## src/rtl/gcp_pkg.sv

```systemverilog
package gcp_pkg;

  localparam int LEVEL_W     = 17;
  localparam int FRAC_W      = 16;
  localparam int ARGB_W      = 32;
  localparam int CNT_W       = 3;
  localparam int NUM_ANCHORS = 7;
  localparam int MAX_SEG     = NUM_ANCHORS - 1;
  localparam int SEG_W       = 3;
  localparam int CH_W        = 8;
  localparam int NUM_CH      = 4;
  localparam int QUOT_W      = 8;
  localparam int IN_TDATA_W  = 24;
  localparam int OUT_TDATA_W = 32;
  localparam int CFG_IDX_W   = 3;

  typedef logic [ARGB_W-1:0] argb_t;

  localparam logic [CNT_W-1:0] COUNT_RST = 3'd2;
  localparam argb_t ANCHOR_RST [NUM_ANCHORS] = '{
    32'hFF00_0000, 32'hFFFF_FFFF, 32'h0, 32'h0, 32'h0, 32'h0, 32'h0
  };

  typedef enum logic [CFG_IDX_W-1:0] {
    REG_ANCHOR_COUNT,
    REG_ANCHOR_0,
    REG_ANCHOR_1,
    REG_ANCHOR_2,
    REG_ANCHOR_3,
    REG_ANCHOR_4,
    REG_ANCHOR_5,
    REG_ANCHOR_6
  } cfg_reg_t;

  // segment choice handed from the front to the back
  typedef struct packed {
    logic             tail;
    logic [SEG_W-1:0] seg;
  } cls_t;

endpackage

```

## src/rtl/gradient_colormap_pixel_top.sv

```systemverilog
// Gradient colormap: one pixel level in, one ARGB8888 color out.
// Input stream in_*: in_tdata carries the level, a fraction of 65536; levels of
// 65536 and above land on the last map entry. Output stream out_*: out_tdata is
// the color, alpha in the top byte. Config port cfg_*: register 0 is the anchor
// count, registers 1 to 7 the anchor colors; write only with nothing in flight.
// Throughput is one word per clock while the output is not stalled. From input
// accept to output valid a word passes two front stages (index, then segment
// pick), the queue, a multiply stage, a magnitude stage, eight restoring
// divide stages (one quotient bit each) and the output register.
// When out_tready is low with out_tvalid high, the back pipe and output
// register hold; the front keeps taking words until the four-entry queue is
// full, so up to 17 words can be in flight before in_tready drops. The
// segment length is picked from the anchor count out of constants fixed at
// elaboration and registered in len_r, behind the count register count_r.
// Reset empties all pipes and the queue and restores the anchor count to two,
// with black and white as the first two anchors and the rest cleared.
module gradient_colormap_pixel_top #(
  parameter int MAP_SIZE    = 255,
  parameter int MAX_ANCHORS = 7
) (
  input  logic                              clk,
  input  logic                              rst_n,
  input  logic                              in_tvalid,
  output logic                              in_tready,
  input  logic [gcp_pkg::IN_TDATA_W-1:0]    in_tdata,    // [16:0] level
  output logic                              out_tvalid,
  input  logic                              out_tready,
  output logic [gcp_pkg::OUT_TDATA_W-1:0]   out_tdata,   // [31:0] argb
  input  logic                              cfg_we,
  input  logic [gcp_pkg::CFG_IDX_W-1:0]     cfg_index,
  input  logic [gcp_pkg::ARGB_W-1:0]        cfg_wdata
);

  import gcp_pkg::*;

  localparam int LW      = $clog2(MAP_SIZE + 1);
  localparam int ENTRY_W = $bits(cls_t) + LW;
  localparam int Q_DEPTH = 4;
  localparam logic [CNT_W-1:0] MIN_CNT = CNT_W'(2);
  localparam logic [CNT_W-1:0] MAX_CNT = CNT_W'(MAX_ANCHORS);
  localparam logic [LW-1:0] LEN1 = LW'(MAP_SIZE / 1);
  localparam logic [LW-1:0] LEN2 = LW'(MAP_SIZE / 2);
  localparam logic [LW-1:0] LEN3 = LW'(MAP_SIZE / 3);
  localparam logic [LW-1:0] LEN4 = LW'(MAP_SIZE / 4);
  localparam logic [LW-1:0] LEN5 = LW'(MAP_SIZE / 5);
  localparam logic [LW-1:0] LEN6 = LW'(MAP_SIZE / 6);

  logic [CNT_W-1:0] count_r;
  argb_t            anchor_r [NUM_ANCHORS];
  logic [CNT_W-1:0] cnt_eff;
  logic [SEG_W-1:0] last_seg_r, last_seg_nxt;
  logic [LW-1:0]    len_r, len_nxt;

  logic             push_valid, push_ready;
  cls_t             push_cls;
  logic [LW-1:0]    push_offset;
  logic             pop_valid, pop_ready;
  logic [ENTRY_W-1:0] pop_data;
  cls_t             pop_cls;
  logic [LW-1:0]    pop_offset;
  argb_t            out_argb;

  always_ff @(posedge clk) begin
    if (!rst_n) begin
      count_r  <= COUNT_RST;
      anchor_r <= ANCHOR_RST;
    end else if (cfg_we) begin
      if (cfg_index == REG_ANCHOR_COUNT) begin
        count_r <= cfg_wdata[CNT_W-1:0];
      end else begin
        anchor_r[cfg_index - CFG_IDX_W'(REG_ANCHOR_0)] <= cfg_wdata;
      end
    end
  end

  // clamp the count, then look up the segment length
  always_comb begin
    if (count_r < MIN_CNT) begin
      cnt_eff = MIN_CNT;
    end else if (count_r > MAX_CNT) begin
      cnt_eff = MAX_CNT;
    end else begin
      cnt_eff = count_r;
    end
    last_seg_nxt = SEG_W'(cnt_eff - 1'b1);
    case (last_seg_nxt)
      3'd1:    len_nxt = LEN1;
      3'd2:    len_nxt = LEN2;
      3'd3:    len_nxt = LEN3;
      3'd4:    len_nxt = LEN4;
      3'd5:    len_nxt = LEN5;
      3'd6:    len_nxt = LEN6;
      default: len_nxt = LEN1;
    endcase
  end

  always_ff @(posedge clk) begin
    last_seg_r <= last_seg_nxt;
    len_r      <= len_nxt;
  end

  gcp_front #(
    .MAP_SIZE (MAP_SIZE)
  ) u_front (
    .clk         (clk),
    .rst_n       (rst_n),
    .in_valid    (in_tvalid),
    .in_ready    (in_tready),
    .level       (in_tdata[LEVEL_W-1:0]),
    .last_seg    (last_seg_r),
    .len         (len_r),
    .push_valid  (push_valid),
    .push_ready  (push_ready),
    .push_cls    (push_cls),
    .push_offset (push_offset)
  );

  gcp_fifo #(
    .W     (ENTRY_W),
    .DEPTH (Q_DEPTH)
  ) u_queue (
    .clk      (clk),
    .rst_n    (rst_n),
    .wr_valid (push_valid),
    .wr_ready (push_ready),
    .wr_data  ({push_cls, push_offset}),
    .rd_valid (pop_valid),
    .rd_ready (pop_ready),
    .rd_data  (pop_data)
  );

  assign pop_cls    = cls_t'(pop_data[ENTRY_W-1:LW]);
  assign pop_offset = pop_data[LW-1:0];

  gcp_back #(
    .MAP_SIZE (MAP_SIZE)
  ) u_back (
    .clk        (clk),
    .rst_n      (rst_n),
    .anchor     (anchor_r),
    .len        (len_r),
    .pop_valid  (pop_valid),
    .pop_ready  (pop_ready),
    .pop_cls    (pop_cls),
    .pop_offset (pop_offset),
    .out_valid  (out_tvalid),
    .out_ready  (out_tready),
    .out_argb   (out_argb)
  );

  assign out_tdata = out_argb;

endmodule

```

## src/rtl/gcp_fifo.sv

```systemverilog
module gcp_fifo #(
  parameter int W     = 16,
  parameter int DEPTH = 4
) (
  input  logic         clk,
  input  logic         rst_n,
  input  logic         wr_valid,
  output logic         wr_ready,
  input  logic [W-1:0] wr_data,
  output logic         rd_valid,
  input  logic         rd_ready,
  output logic [W-1:0] rd_data
);

  localparam int AW = (DEPTH > 1) ? $clog2(DEPTH) : 1;
  localparam logic [AW-1:0] PTR_LAST = AW'(DEPTH - 1);
  localparam logic [AW:0]   CNT_FULL = (AW + 1)'(DEPTH);

  logic [W-1:0]  mem_r [DEPTH];
  logic [AW-1:0] wr_ptr_r, wr_ptr_nxt;
  logic [AW-1:0] rd_ptr_r, rd_ptr_nxt;
  logic [AW:0]   cnt_r, cnt_nxt;
  logic          push, pop;

  assign wr_ready = (cnt_r != CNT_FULL);
  assign rd_valid = (cnt_r != '0);
  assign rd_data  = mem_r[rd_ptr_r];
  assign push     = wr_valid && wr_ready;
  assign pop      = rd_valid && rd_ready;

  always_comb begin
    wr_ptr_nxt = wr_ptr_r;
    rd_ptr_nxt = rd_ptr_r;
    cnt_nxt    = cnt_r;
    if (push) begin
      wr_ptr_nxt = (wr_ptr_r == PTR_LAST) ? '0 : wr_ptr_r + 1'b1;
    end
    if (pop) begin
      rd_ptr_nxt = (rd_ptr_r == PTR_LAST) ? '0 : rd_ptr_r + 1'b1;
    end
    if (push && !pop) begin
      cnt_nxt = cnt_r + 1'b1;
    end else if (pop && !push) begin
      cnt_nxt = cnt_r - 1'b1;
    end
  end

  always_ff @(posedge clk) begin
    if (!rst_n) begin
      wr_ptr_r <= '0;
      rd_ptr_r <= '0;
      cnt_r    <= '0;
    end else begin
      wr_ptr_r <= wr_ptr_nxt;
      rd_ptr_r <= rd_ptr_nxt;
      cnt_r    <= cnt_nxt;
    end
  end

  always_ff @(posedge clk) begin
    if (push) begin
      mem_r[wr_ptr_r] <= wr_data;
    end
  end

endmodule

```

## src/rtl/gcp_front.sv

```systemverilog
module gcp_front #(
  parameter int MAP_SIZE = 255
) (
  input  logic                               clk,
  input  logic                               rst_n,
  input  logic                               in_valid,
  output logic                               in_ready,
  input  logic [gcp_pkg::LEVEL_W-1:0]        level,
  input  logic [gcp_pkg::SEG_W-1:0]          last_seg,
  input  logic [$clog2(MAP_SIZE + 1)-1:0]    len,
  output logic                               push_valid,
  input  logic                               push_ready,
  output gcp_pkg::cls_t                      push_cls,
  output logic [$clog2(MAP_SIZE + 1)-1:0]    push_offset
);

  import gcp_pkg::*;

  localparam int IW         = $clog2(MAP_SIZE);
  localparam int LW         = $clog2(MAP_SIZE + 1);
  localparam int PROD_W     = LEVEL_W + LW;
  localparam int IDX_FULL_W = PROD_W - FRAC_W;
  localparam int TW         = LW + SEG_W;
  localparam logic [PROD_W-1:0]     MAP_K        = PROD_W'(MAP_SIZE);
  localparam logic [IW-1:0]         IDX_MAX      = IW'(MAP_SIZE - 1);
  localparam logic [IDX_FULL_W-1:0] IDX_MAX_FULL = IDX_FULL_W'(MAP_SIZE - 1);

  logic              v1_r, v1_nxt;
  logic              v2_r, v2_nxt;
  logic              s2_free;
  logic [IW-1:0]     idx_r, idx_nxt;
  cls_t              cls_r, cls_nxt;
  logic [LW-1:0]     off_r, off_nxt;

  logic [PROD_W-1:0]     prod;
  logic [IDX_FULL_W-1:0] idx_full;
  logic [TW-1:0]         thr [MAX_SEG];
  logic [MAX_SEG-1:0]    above;
  logic [SEG_W-1:0]      seg;
  logic [TW-1:0]         base;
  logic [TW-1:0]         idx_ext;
  logic [TW-1:0]         off_ext;
  logic [SEG_W-1:0]      tail_sel;

  assign s2_free    = !v2_r || push_ready;
  assign in_ready   = !v1_r || s2_free;
  assign push_valid = v2_r;
  assign push_cls   = cls_r;
  assign push_offset = off_r;

  // level to map index, clamped at the top entry
  always_comb begin
    prod     = PROD_W'(level) * MAP_K;
    idx_full = prod[PROD_W-1:FRAC_W];
    idx_nxt  = (idx_full > IDX_MAX_FULL) ? IDX_MAX : idx_full[IW-1:0];
  end

  // segment boundaries are multiples of the segment length
  always_comb begin
    idx_ext  = TW'(idx_r);
    tail_sel = last_seg - 1'b1;
    seg      = '0;
    for (int k = 0; k < MAX_SEG; k++) begin
      thr[k]   = TW'(len) * TW'(k + 1);
      above[k] = (idx_ext >= thr[k]);
    end
    for (int k = 0; k < MAX_SEG; k++) begin
      if (above[k] && (SEG_W'(k + 1) < last_seg)) begin
        seg = seg + 1'b1;
      end
    end
    base    = (seg == '0) ? '0 : thr[seg - 1'b1];
    off_ext = idx_ext - base;
    // past the last whole segment: last anchor, no blend
    if (above[tail_sel]) begin
      cls_nxt.tail = 1'b1;
      cls_nxt.seg  = last_seg;
      off_nxt      = '0;
    end else begin
      cls_nxt.tail = 1'b0;
      cls_nxt.seg  = seg;
      off_nxt      = off_ext[LW-1:0];
    end
  end

  always_comb begin
    v1_nxt = in_ready ? in_valid : v1_r;
    v2_nxt = s2_free ? v1_r : v2_r;
  end

  always_ff @(posedge clk) begin
    if (!rst_n) begin
      v1_r <= 1'b0;
      v2_r <= 1'b0;
    end else begin
      v1_r <= v1_nxt;
      v2_r <= v2_nxt;
    end
  end

  always_ff @(posedge clk) begin
    if (in_ready) begin
      idx_r <= idx_nxt;
    end
    if (s2_free) begin
      cls_r <= cls_nxt;
      off_r <= off_nxt;
    end
  end

endmodule

```

## src/rtl/gcp_back.sv

```systemverilog
module gcp_back #(
  parameter int MAP_SIZE = 255
) (
  input  logic                            clk,
  input  logic                            rst_n,
  input  gcp_pkg::argb_t                  anchor [gcp_pkg::NUM_ANCHORS],
  input  logic [$clog2(MAP_SIZE + 1)-1:0] len,
  input  logic                            pop_valid,
  output logic                            pop_ready,
  input  gcp_pkg::cls_t                   pop_cls,
  input  logic [$clog2(MAP_SIZE + 1)-1:0] pop_offset,
  output logic                            out_valid,
  input  logic                            out_ready,
  output gcp_pkg::argb_t                  out_argb
);

  import gcp_pkg::*;

  localparam int LW    = $clog2(MAP_SIZE + 1);
  localparam int PW    = CH_W + LW;
  localparam int PRD_W = PW + 2;
  localparam int NSTG  = 2 + QUOT_W;
  localparam int NDIV  = QUOT_W + 1;

  logic                    en;
  logic [NSTG-1:0]         v_r, v_nxt;
  logic                    out_valid_r, out_valid_nxt;
  argb_t                   out_argb_r, out_argb_nxt;

  // per-stage carried payload
  logic [NSTG-1:0]         tail_r;
  logic [CH_W-1:0]         base_r [NSTG][NUM_CH];
  logic signed [PRD_W-1:0] prd_r [NUM_CH];
  logic [PW-1:0]           rem_r [NDIV][NUM_CH];
  logic [QUOT_W-1:0]       quo_r [NDIV][NUM_CH];
  logic                    neg_r [NDIV][NUM_CH];

  logic signed [PRD_W-1:0] prd_nxt [NUM_CH];
  logic [CH_W-1:0]         base_nxt [NUM_CH];
  logic [PW-1:0]           rem_nxt [NDIV][NUM_CH];
  logic [QUOT_W-1:0]       quo_nxt [NDIV][NUM_CH];
  logic                    neg_nxt [NUM_CH];

  argb_t                   c0, c1;
  logic [SEG_W-1:0]        seg_up;
  logic signed [CH_W:0]    diff;
  logic signed [PRD_W-1:0] mag;
  logic [PW-1:0]           dvs;
  logic [CH_W-1:0]         step;

  assign en        = !out_valid_r || out_ready;
  assign pop_ready = en;
  assign out_valid = out_valid_r;
  assign out_argb  = out_argb_r;

  // anchor pair and signed delta times offset
  always_comb begin
    seg_up = pop_cls.seg + 1'b1;
    c0 = (pop_cls.seg < SEG_W'(NUM_ANCHORS)) ? anchor[pop_cls.seg] : '0;
    c1 = (seg_up < SEG_W'(NUM_ANCHORS)) ? anchor[seg_up] : '0;
    for (int c = 0; c < NUM_CH; c++) begin
      base_nxt[c] = c0[c*CH_W +: CH_W];
      diff = $signed({1'b0, c1[c*CH_W +: CH_W]}) - $signed({1'b0, c0[c*CH_W +: CH_W]});
      prd_nxt[c] = PRD_W'(diff) * $signed(PRD_W'(pop_offset));
    end
  end

  // magnitude, then one quotient bit per stage, msb first
  always_comb begin
    for (int c = 0; c < NUM_CH; c++) begin
      neg_nxt[c]    = prd_r[c][PRD_W-1];
      mag           = neg_nxt[c] ? -prd_r[c] : prd_r[c];
      rem_nxt[0][c] = mag[PW-1:0];
      quo_nxt[0][c] = '0;
    end
    for (int j = 1; j < NDIV; j++) begin
      for (int c = 0; c < NUM_CH; c++) begin
        dvs           = PW'(len) << (QUOT_W - j);
        rem_nxt[j][c] = rem_r[j-1][c];
        quo_nxt[j][c] = quo_r[j-1][c];
        if (rem_r[j-1][c] >= dvs) begin
          rem_nxt[j][c] = rem_r[j-1][c] - dvs;
          quo_nxt[j][c][QUOT_W - j] = 1'b1;
        end
      end
    end
  end

  // round toward zero: negate quotient if product < 0; tail adds 0; 8-bit wrap
  always_comb begin
    for (int c = 0; c < NUM_CH; c++) begin
      step = neg_r[NDIV-1][c] ? -quo_r[NDIV-1][c] : quo_r[NDIV-1][c];
      if (tail_r[NSTG-1]) begin
        step = '0;
      end
      out_argb_nxt[c*CH_W +: CH_W] = base_r[NSTG-1][c] + step;
    end
  end

  always_comb begin
    v_nxt         = v_r;
    out_valid_nxt = out_valid_r;
    if (en) begin
      v_nxt         = {v_r[NSTG-2:0], pop_valid};
      out_valid_nxt = v_r[NSTG-1];
    end
  end

  always_ff @(posedge clk) begin
    if (!rst_n) begin
      v_r         <= '0;
      out_valid_r <= 1'b0;
    end else begin
      v_r         <= v_nxt;
      out_valid_r <= out_valid_nxt;
    end
  end

  always_ff @(posedge clk) begin
    if (en) begin
      tail_r    <= {tail_r[NSTG-2:0], pop_cls.tail};
      base_r[0] <= base_nxt;
      for (int s = 1; s < NSTG; s++) begin
        base_r[s] <= base_r[s-1];
      end
      prd_r <= prd_nxt;
      for (int j = 0; j < NDIV; j++) begin
        rem_r[j] <= rem_nxt[j];
        quo_r[j] <= quo_nxt[j];
      end
      neg_r[0] <= neg_nxt;
      for (int j = 1; j < NDIV; j++) begin
        neg_r[j] <= neg_r[j-1];
      end
      out_argb_r <= out_argb_nxt;
    end
  end

endmodule

```

## config.mk

```make
export PLATFORM = sky130hd
export DESIGN_NAME = gradient_colormap_pixel_top
export DESIGN_NICKNAME = d
export VERILOG_FILES = /design/src/rtl/gcp_pkg.sv /design/src/rtl/gradient_colormap_pixel_top.sv /design/src/rtl/gcp_fifo.sv /design/src/rtl/gcp_front.sv /design/src/rtl/gcp_back.sv
export SDC_FILE = /design/constraint.sdc
export NUM_CORES = 2
export LEC_CHECK = 0
export BUFFER_PORTS_ARGS = -buffer_cell sky130_fd_sc_hd__buf_2
export CAP_MARGIN = 20
export CORE_MARGIN = 8
export CORE_UTILIZATION = 41
export DETAILED_ROUTE_END_ITERATION = 16
export PLACE_DENSITY_LB_ADDON = 0.25
export RECOVER_POWER = 50
export SETUP_SLACK_MARGIN = 0.02
export SYNTH_ARGS = -nofsm -noshare
export SYNTH_HDL_FRONTEND = slang
export SYNTH_HIERARCHICAL = 1
export SYNTH_SLANG_ARGS = --single-unit
```

## constraint.sdc

```tcl
create_clock -name clk -period 60.9 [get_ports clk]
set_clock_uncertainty 0.2 [all_clocks]
set_input_delay 12.18 -clock clk [delete_from_list [all_inputs] [get_ports clk]]
set_output_delay 12.18 -clock clk [all_outputs]
set_load 0.05 [all_outputs]
```

# Yosys cells after proc, flatten, opt, wreduce, memory -nomap -nowiden
# Memories as Yosys holds them, arrays and structs flattened. A register that Yosys moved wholly into a read port is not among the register bits.
# Index checks and enable logic that the tools add are counted.
dict set report op_classes {
  addsub 63
  n_mul 8
  magnitude_cmp 55
  eq_ne 8
  n_mux 113
  bitwise_logic 5
  n_reduce_logical 25
}
# cell n
set op_table {}
lappend op_table {{$mux 16} 36}
lappend op_table {{$bwmux 224} 1}
lappend op_table {{$mux 32} 7}
lappend op_table {{$bmux 32 s3} 2}
lappend op_table {{$demux 32 s3} 1}
lappend op_table {{$mux 8} 11}
lappend op_table {{$mul 9x9->18} 4}
lappend op_table {{$ge 16x10->1} 4}
lappend op_table {{$ge 16x11->1} 4}
lappend op_table {{$ge 16x12->1} 4}
lappend op_table {{$ge 16x13->1} 4}
lappend op_table {{$ge 16x14->1} 4}
lappend op_table {{$ge 16x15->1} 4}
lappend op_table {{$ge 16x8->1} 4}
lappend op_table {{$ge 16x9->1} 4}
lappend op_table {{$neg 16->16} 4}
lappend op_table {{$sub 16x10->16} 4}
lappend op_table {{$sub 16x11->16} 4}
lappend op_table {{$sub 16x12->16} 4}
lappend op_table {{$sub 16x13->16} 4}
lappend op_table {{$sub 16x14->16} 4}
lappend op_table {{$sub 16x15->16} 4}
lappend op_table {{$sub 16x8->16} 4}
lappend op_table {{$sub 16x9->16} 4}
lappend op_table {{other kinds (45)} 147}
dict set report word_totals {
  register_bits 392
  ramBits 1268
  in_bits 64
  out_inout_bits 34
  elab_cells 309
  memories 5
}
# memory depth word_bits read_ports rd_clocked_by_memory_dff wr line_no
set memory_table {}
lappend memory_table {u_back.rem_r 9 64 8 0 9 gcp_back.sv:34} ;# logic [PW-1:0] rem_r [NDIV][NUM_CH];
lappend memory_table {u_back.base_r 10 32 10 0 10 gcp_back.sv:32} ;# logic [CH_W-1:0] base_r [NSTG][NUM_CH];
lappend memory_table {u_back.quo_r 9 32 9 0 9 gcp_back.sv:35} ;# logic [QUOT_W-1:0] quo_r [NDIV][NUM_CH];
lappend memory_table {u_queue.mem_r 4 12 1 1 1 gcp_fifo.sv:19} ;# logic [W-1:0] mem_r [DEPTH];
lappend memory_table {u_back.neg_r 9 4 9 0 9 gcp_back.sv:36} ;# logic neg_r [NDIV][NUM_CH];

# Longest topological paths before layout
dict set report depth {
  ltp_word 20
  depth_mapped 40
  ltp_nobuf 39
}

# Cells and area by module
# The synthesis kept the hierarchy.
# mod instances cells_per_inst area_per_inst_um2 seq_area_each_um2
set by_module_without_submodules {}
lappend by_module_without_submodules {gcp_back 1 5697 68130.3 33912.5}
lappend by_module_without_submodules {gradient_colormap_pixel_top 1 854 8872.3 4724.5}
lappend by_module_without_submodules {gcp_front 1 649 6084.6 640.6}
lappend by_module_without_submodules {gcp_fifo 1 113 2208.4 1621.6}

# Worst setup path after synthesis
# OpenSTA, ideal clock, no wires.
dict set report synth_timing {
  kind {in2reg}
  start {input out_tready}
  end {register u_queue.cnt_r[2]}
  setup_time_ns 0.076
  t_arrival_ns 50.084
  slack_ns 10.541
  cell_stages 7
  path_cell_list {nor2b_1 -> inv_1 -> clkbuf_1 -> o31ai_1 -> ha_1 -> or3_2 -> a21boi_0}
}
dict set report synth_via {
  elab_chain_len 5
}
# item line_no
set synth_lines {}
lappend synth_lines {{start: declaration} gradient_colormap_pixel_top.sv:27} ;# input logic out_tready,
lappend synth_lines {{$logic_or 1x1->1 *} gcp_back.sv:51} ;# assign en = !out_valid_r || out_ready;
lappend synth_lines {{via pop_ready} gradient_colormap_pixel_top.sv:57} ;# logic pop_valid, pop_ready;
lappend synth_lines {{$logic_and 1x1->1 *} gcp_fifo.sv:29} ;# assign pop = rd_valid && rd_ready;
lappend synth_lines {{$logic_not 1->1} gcp_fifo.sv:41} ;# if (push && !pop) begin
lappend synth_lines {{$logic_and 1x1->1} gcp_fifo.sv:41}
lappend synth_lines {{$mux 3 / $reduce_bool 2->1 (equally long branches)} -}
lappend synth_lines {{end signal: assignment} gcp_fifo.sv:56} ;# cnt_r <= cnt_nxt;
lappend synth_lines {{end: declaration} gcp_fifo.sv:22} ;# logic [AW:0] cnt_r, cnt_nxt;
# Mark *: on every way through the listed nets, which the timed path passes. The rest lies on a longest branch.
# A chain may end at the register's enable or synchronous reset.

==> flow_summary.toml <==
[setup_path]
cp_cell_sequence = "buf_2 > nor2b_1 > clkinvlp_2 > buf_4 > buf_12 > buf_4 > buf_16"
worst_ep_arrival_time_ns = 18.59
crit_top_cell = "buf_4"
cp.required_ns = 61.20
cp-start-kind = "input pin"
cp-end-kind = "register"
cpPeakStageDelay_ns = 2.90
regToRegSetupSlack_ns = 46.45
rr_worst_depth = 27
critical-path-slowest-cell = "clkinvlp_2"
cp_max_fo = 171
worstReg2RegEnd = "u_back/prd_r[68]"
crit_type = "in2reg"

[yosys]
synthMuxAreaShare_pct = 6.60
synthDistinctLibCells = 104
yosys_warnings = 6
synth_edf_count = 1190
synth-simple-area-share_pct = 11.1
synth_top_family_by_area = "adder cells"
postSynthCellCount = 7313
syn_area_per_cell_um2 = 11.7
syn_nets = 8325
synth_area_um2 = 85300
ys.flop_type = "edfxtp_1"
ys_ff_latch = 1448
ys_async_sr_fraction_pct = 0
synth-xor-area-share_pct = 4.45
synth_compound_area_share_pct = 8.64
synthAdderAreaFrac_pct = 17.0
ys_seq_area_share_pct = 48.0

[cells_and_area]
mostFrequentLayoutCells = "edfxtp_1 (1,190), inv_1 (729), nand2_1 (661)"
regArea_um2 = 40900
nNetsFinal = 8423
area_growth_pct = 10.2
nFillCells = 18758
mostFrequentLayoutCell = "edfxtp_1"
layout-drive-gt1-share_pct = 7.83
fin_cells = 10244
multi_input_area_um2 = 40700

[clock_tree]
clk_latency_ns = 0.83
postCtsSetupBuffers = 0
cts-resized-gates = 0
cts_buffers = 156
hold_buffers = 0
clk_pin_slew_worst_paths_ns = 0.06
cts.sinks = 1448
ctsRootBufferMaster = "clkbuf_16"
cts_max_path_buffers = 3
htreeDepth = 4
cts_tree = "done"

[floorplan]
fp-row-count = 167
core_um2 = 207000
die-area_um2 = 223000
initial_core_util_pct = 41.2
ioPinCount = 98
die_h_um = 472
die_w_um = 472

[flow_run]
maxCapViolations = 12

[min_path]
whs_path_depth = 0
hold_path_end = "u_back/base_r[2][19]"
hp-start = "u_back/base_r[1][19]"
hp-class = "reg2reg"

[sta]
setup_viol = 0
finalMaxSlewViolations = 499
period_needed_ns = 18.29
fin_crit_sh_pct = 30.0
max_slew.worst_pin.slew_ns = 4.97
fin_tns_setup_ns = 0
hold_viol = 0
slew_headroom_pct = -231
rsz0062_at_grt = "no"
fmaxAchievable_ghz = 0.0547

[route]
detail_route.wirelength_mm = 172
route.detailed.drc = 0
routedWlPerCell_um = 16.8
avgViaCountPerCell = 5.14
drt_first_pass_iters = 6
vias = 52643
first_iter_violations = 3345
ant_nets = 0

[grt]
antenna_found_initial = 6
grt_overflow_total = 0
track_usage_pct = 15.1
grt_max_degree = 218
grt_pass1_wl_mm = 277
grt_pass1_vias = 52556

[outcome]
failed_checks = "max-capacitance violations, max-slew violations"
status = "finished with violations"

[place]
portBuffers = 90
dp.cells = 9954
gp_congestion = 0.814
place.detailed.hpwl_mm = 119
## cells by family (layout without fill, tap and decap cells)
family / count (synthesis) / in the layout
compound gates: 1173 / 1173
xor+xnor: 429 / 429
fa+ha+maj: 948 / 948
buf+inv: 939 / 1164
flops: 1448 / 1448
mux: 456 / 456
other cells: 0 / 2
simple gates: 1920 / 1920
## metal layers
| metal | GRT usage (%) | wire length, um | up-vias |
|---|---|---|---|
| met1 | 21.6 | 84900 | 25561 |
| met5 | 0 | 0 | - |
| met4 | 3.61 | 3110 | 0 |
| met2 | 24.2 | 77200 | 881 |
| li1 | - | - | 25999 |
| met3 | 2.20 | 6450 | 202 |
## final cells by class
| cell class | instances | area share [%] |
|---|---|---|
| clock buffers | 188 | 4.35 |
| repair buffers | 142 | 0.906 |
| inverters | 737 | 2.94 |
| flip-flops and latches | 1448 | 43.5 |
| well taps | 2704 | 3.60 |
| clock inverters | 97 | 1.40 |
| diodes | 2 | 0.00532 |
| multi-input cells | 4926 | 43.3 |
## through the flow
step | instance area [um2] | utilization (%) | worst slack, ns | hold slack, ns
2_1_floorplan | 85300 | - | 10.54 | 0.200
3_3_place_gp | 88700 | 42.9 | 43.13 | 0.201
3_5_place_dp | 88700 | 42.9 | 43.16 | 0.205
4_1_cts | 94100 | 45.5 | 44.00 | 0.153
5_1_grt | 94000 | 45.4 | 42.12 | 0.164
6_report | 94000 | 45.4 | 42.61 | 0.159
## cells in the mapped netlist (45+ instances only)
cell	number	area, um2
mux2_2	90	1010
mux2i_1	289	2890
or3_1	50	313
nor3_1	93	465
and2_1	127	795
dfxtp_1	258	5160
nand2b_1	89	557
nand3_1	57	285
nor2_1	402	1510
a21oi_1	359	1800
nor2b_1	215	1350
xnor2_1	257	2250
o21a_1	67	503
o31ai_1	45	338
nand2_1	661	2480
mux4_2	76	1710
inv_1	735	2760
fa_1	349	6990
a21boi_0	46	345
o21ai_0	297	1490
clkbuf_1	132	495
ha_1	599	7490
xor2_1	169	1480
a21o_1	115	863
edfxtp_1	1190	35700
## registers in the layout (all words and copies together), names as in the netlist, 2 cells and up, named ones only
signal / count
u_queue/rd_ptr_r: 2
u_back/neg_nxt: 4
u_queue/mem_r: 48
anchor_r: 224
len_r: 6
count_r: 3
u_front/push_offset: 8
u_back/neg_r: 36
u_back/prd_r: 64
u_back/out_argb: 32
u_front/push_cls: 4
u_back/tail_r: 10
u_back/rem_r: 512
u_back/v_r: 10
u_back/base_r: 320
u_back/quo_r: 144
last_seg_r: 3
u_queue/cnt_r: 3
u_front/idx_r: 8
u_queue/wr_ptr_r: 2
## worst max-delay path: cells and delay by family
family / cells / cell delay, ns
AND/OR/NAND/NOR: 1 / 0.66
buffers and inverters: 6 / 5.34
## how the worst max path moves through the flow
stage / from / to / slack [ns] / cells after the start
detailed placement: in_tdata[3] / u_front/idx_r[4] / 43.16 / 18
finish: out_tready / u_back/rem_r[0][474] / 42.61 / 7
CTS: in_tdata[3] / u_front/idx_r[4] / 44.00 / 18
floorplan: out_tready / u_queue/cnt_r[2] / 10.54 / 7
global route: out_tready / u_back/rem_r[0][469] / 42.12 / 7
global placement: in_tdata[3] / u_front/idx_r[4] / 43.13 / 18
Power is not shown: default switching activity piles up to over one toggle a cycle in this logic, so the estimate is an artifact.
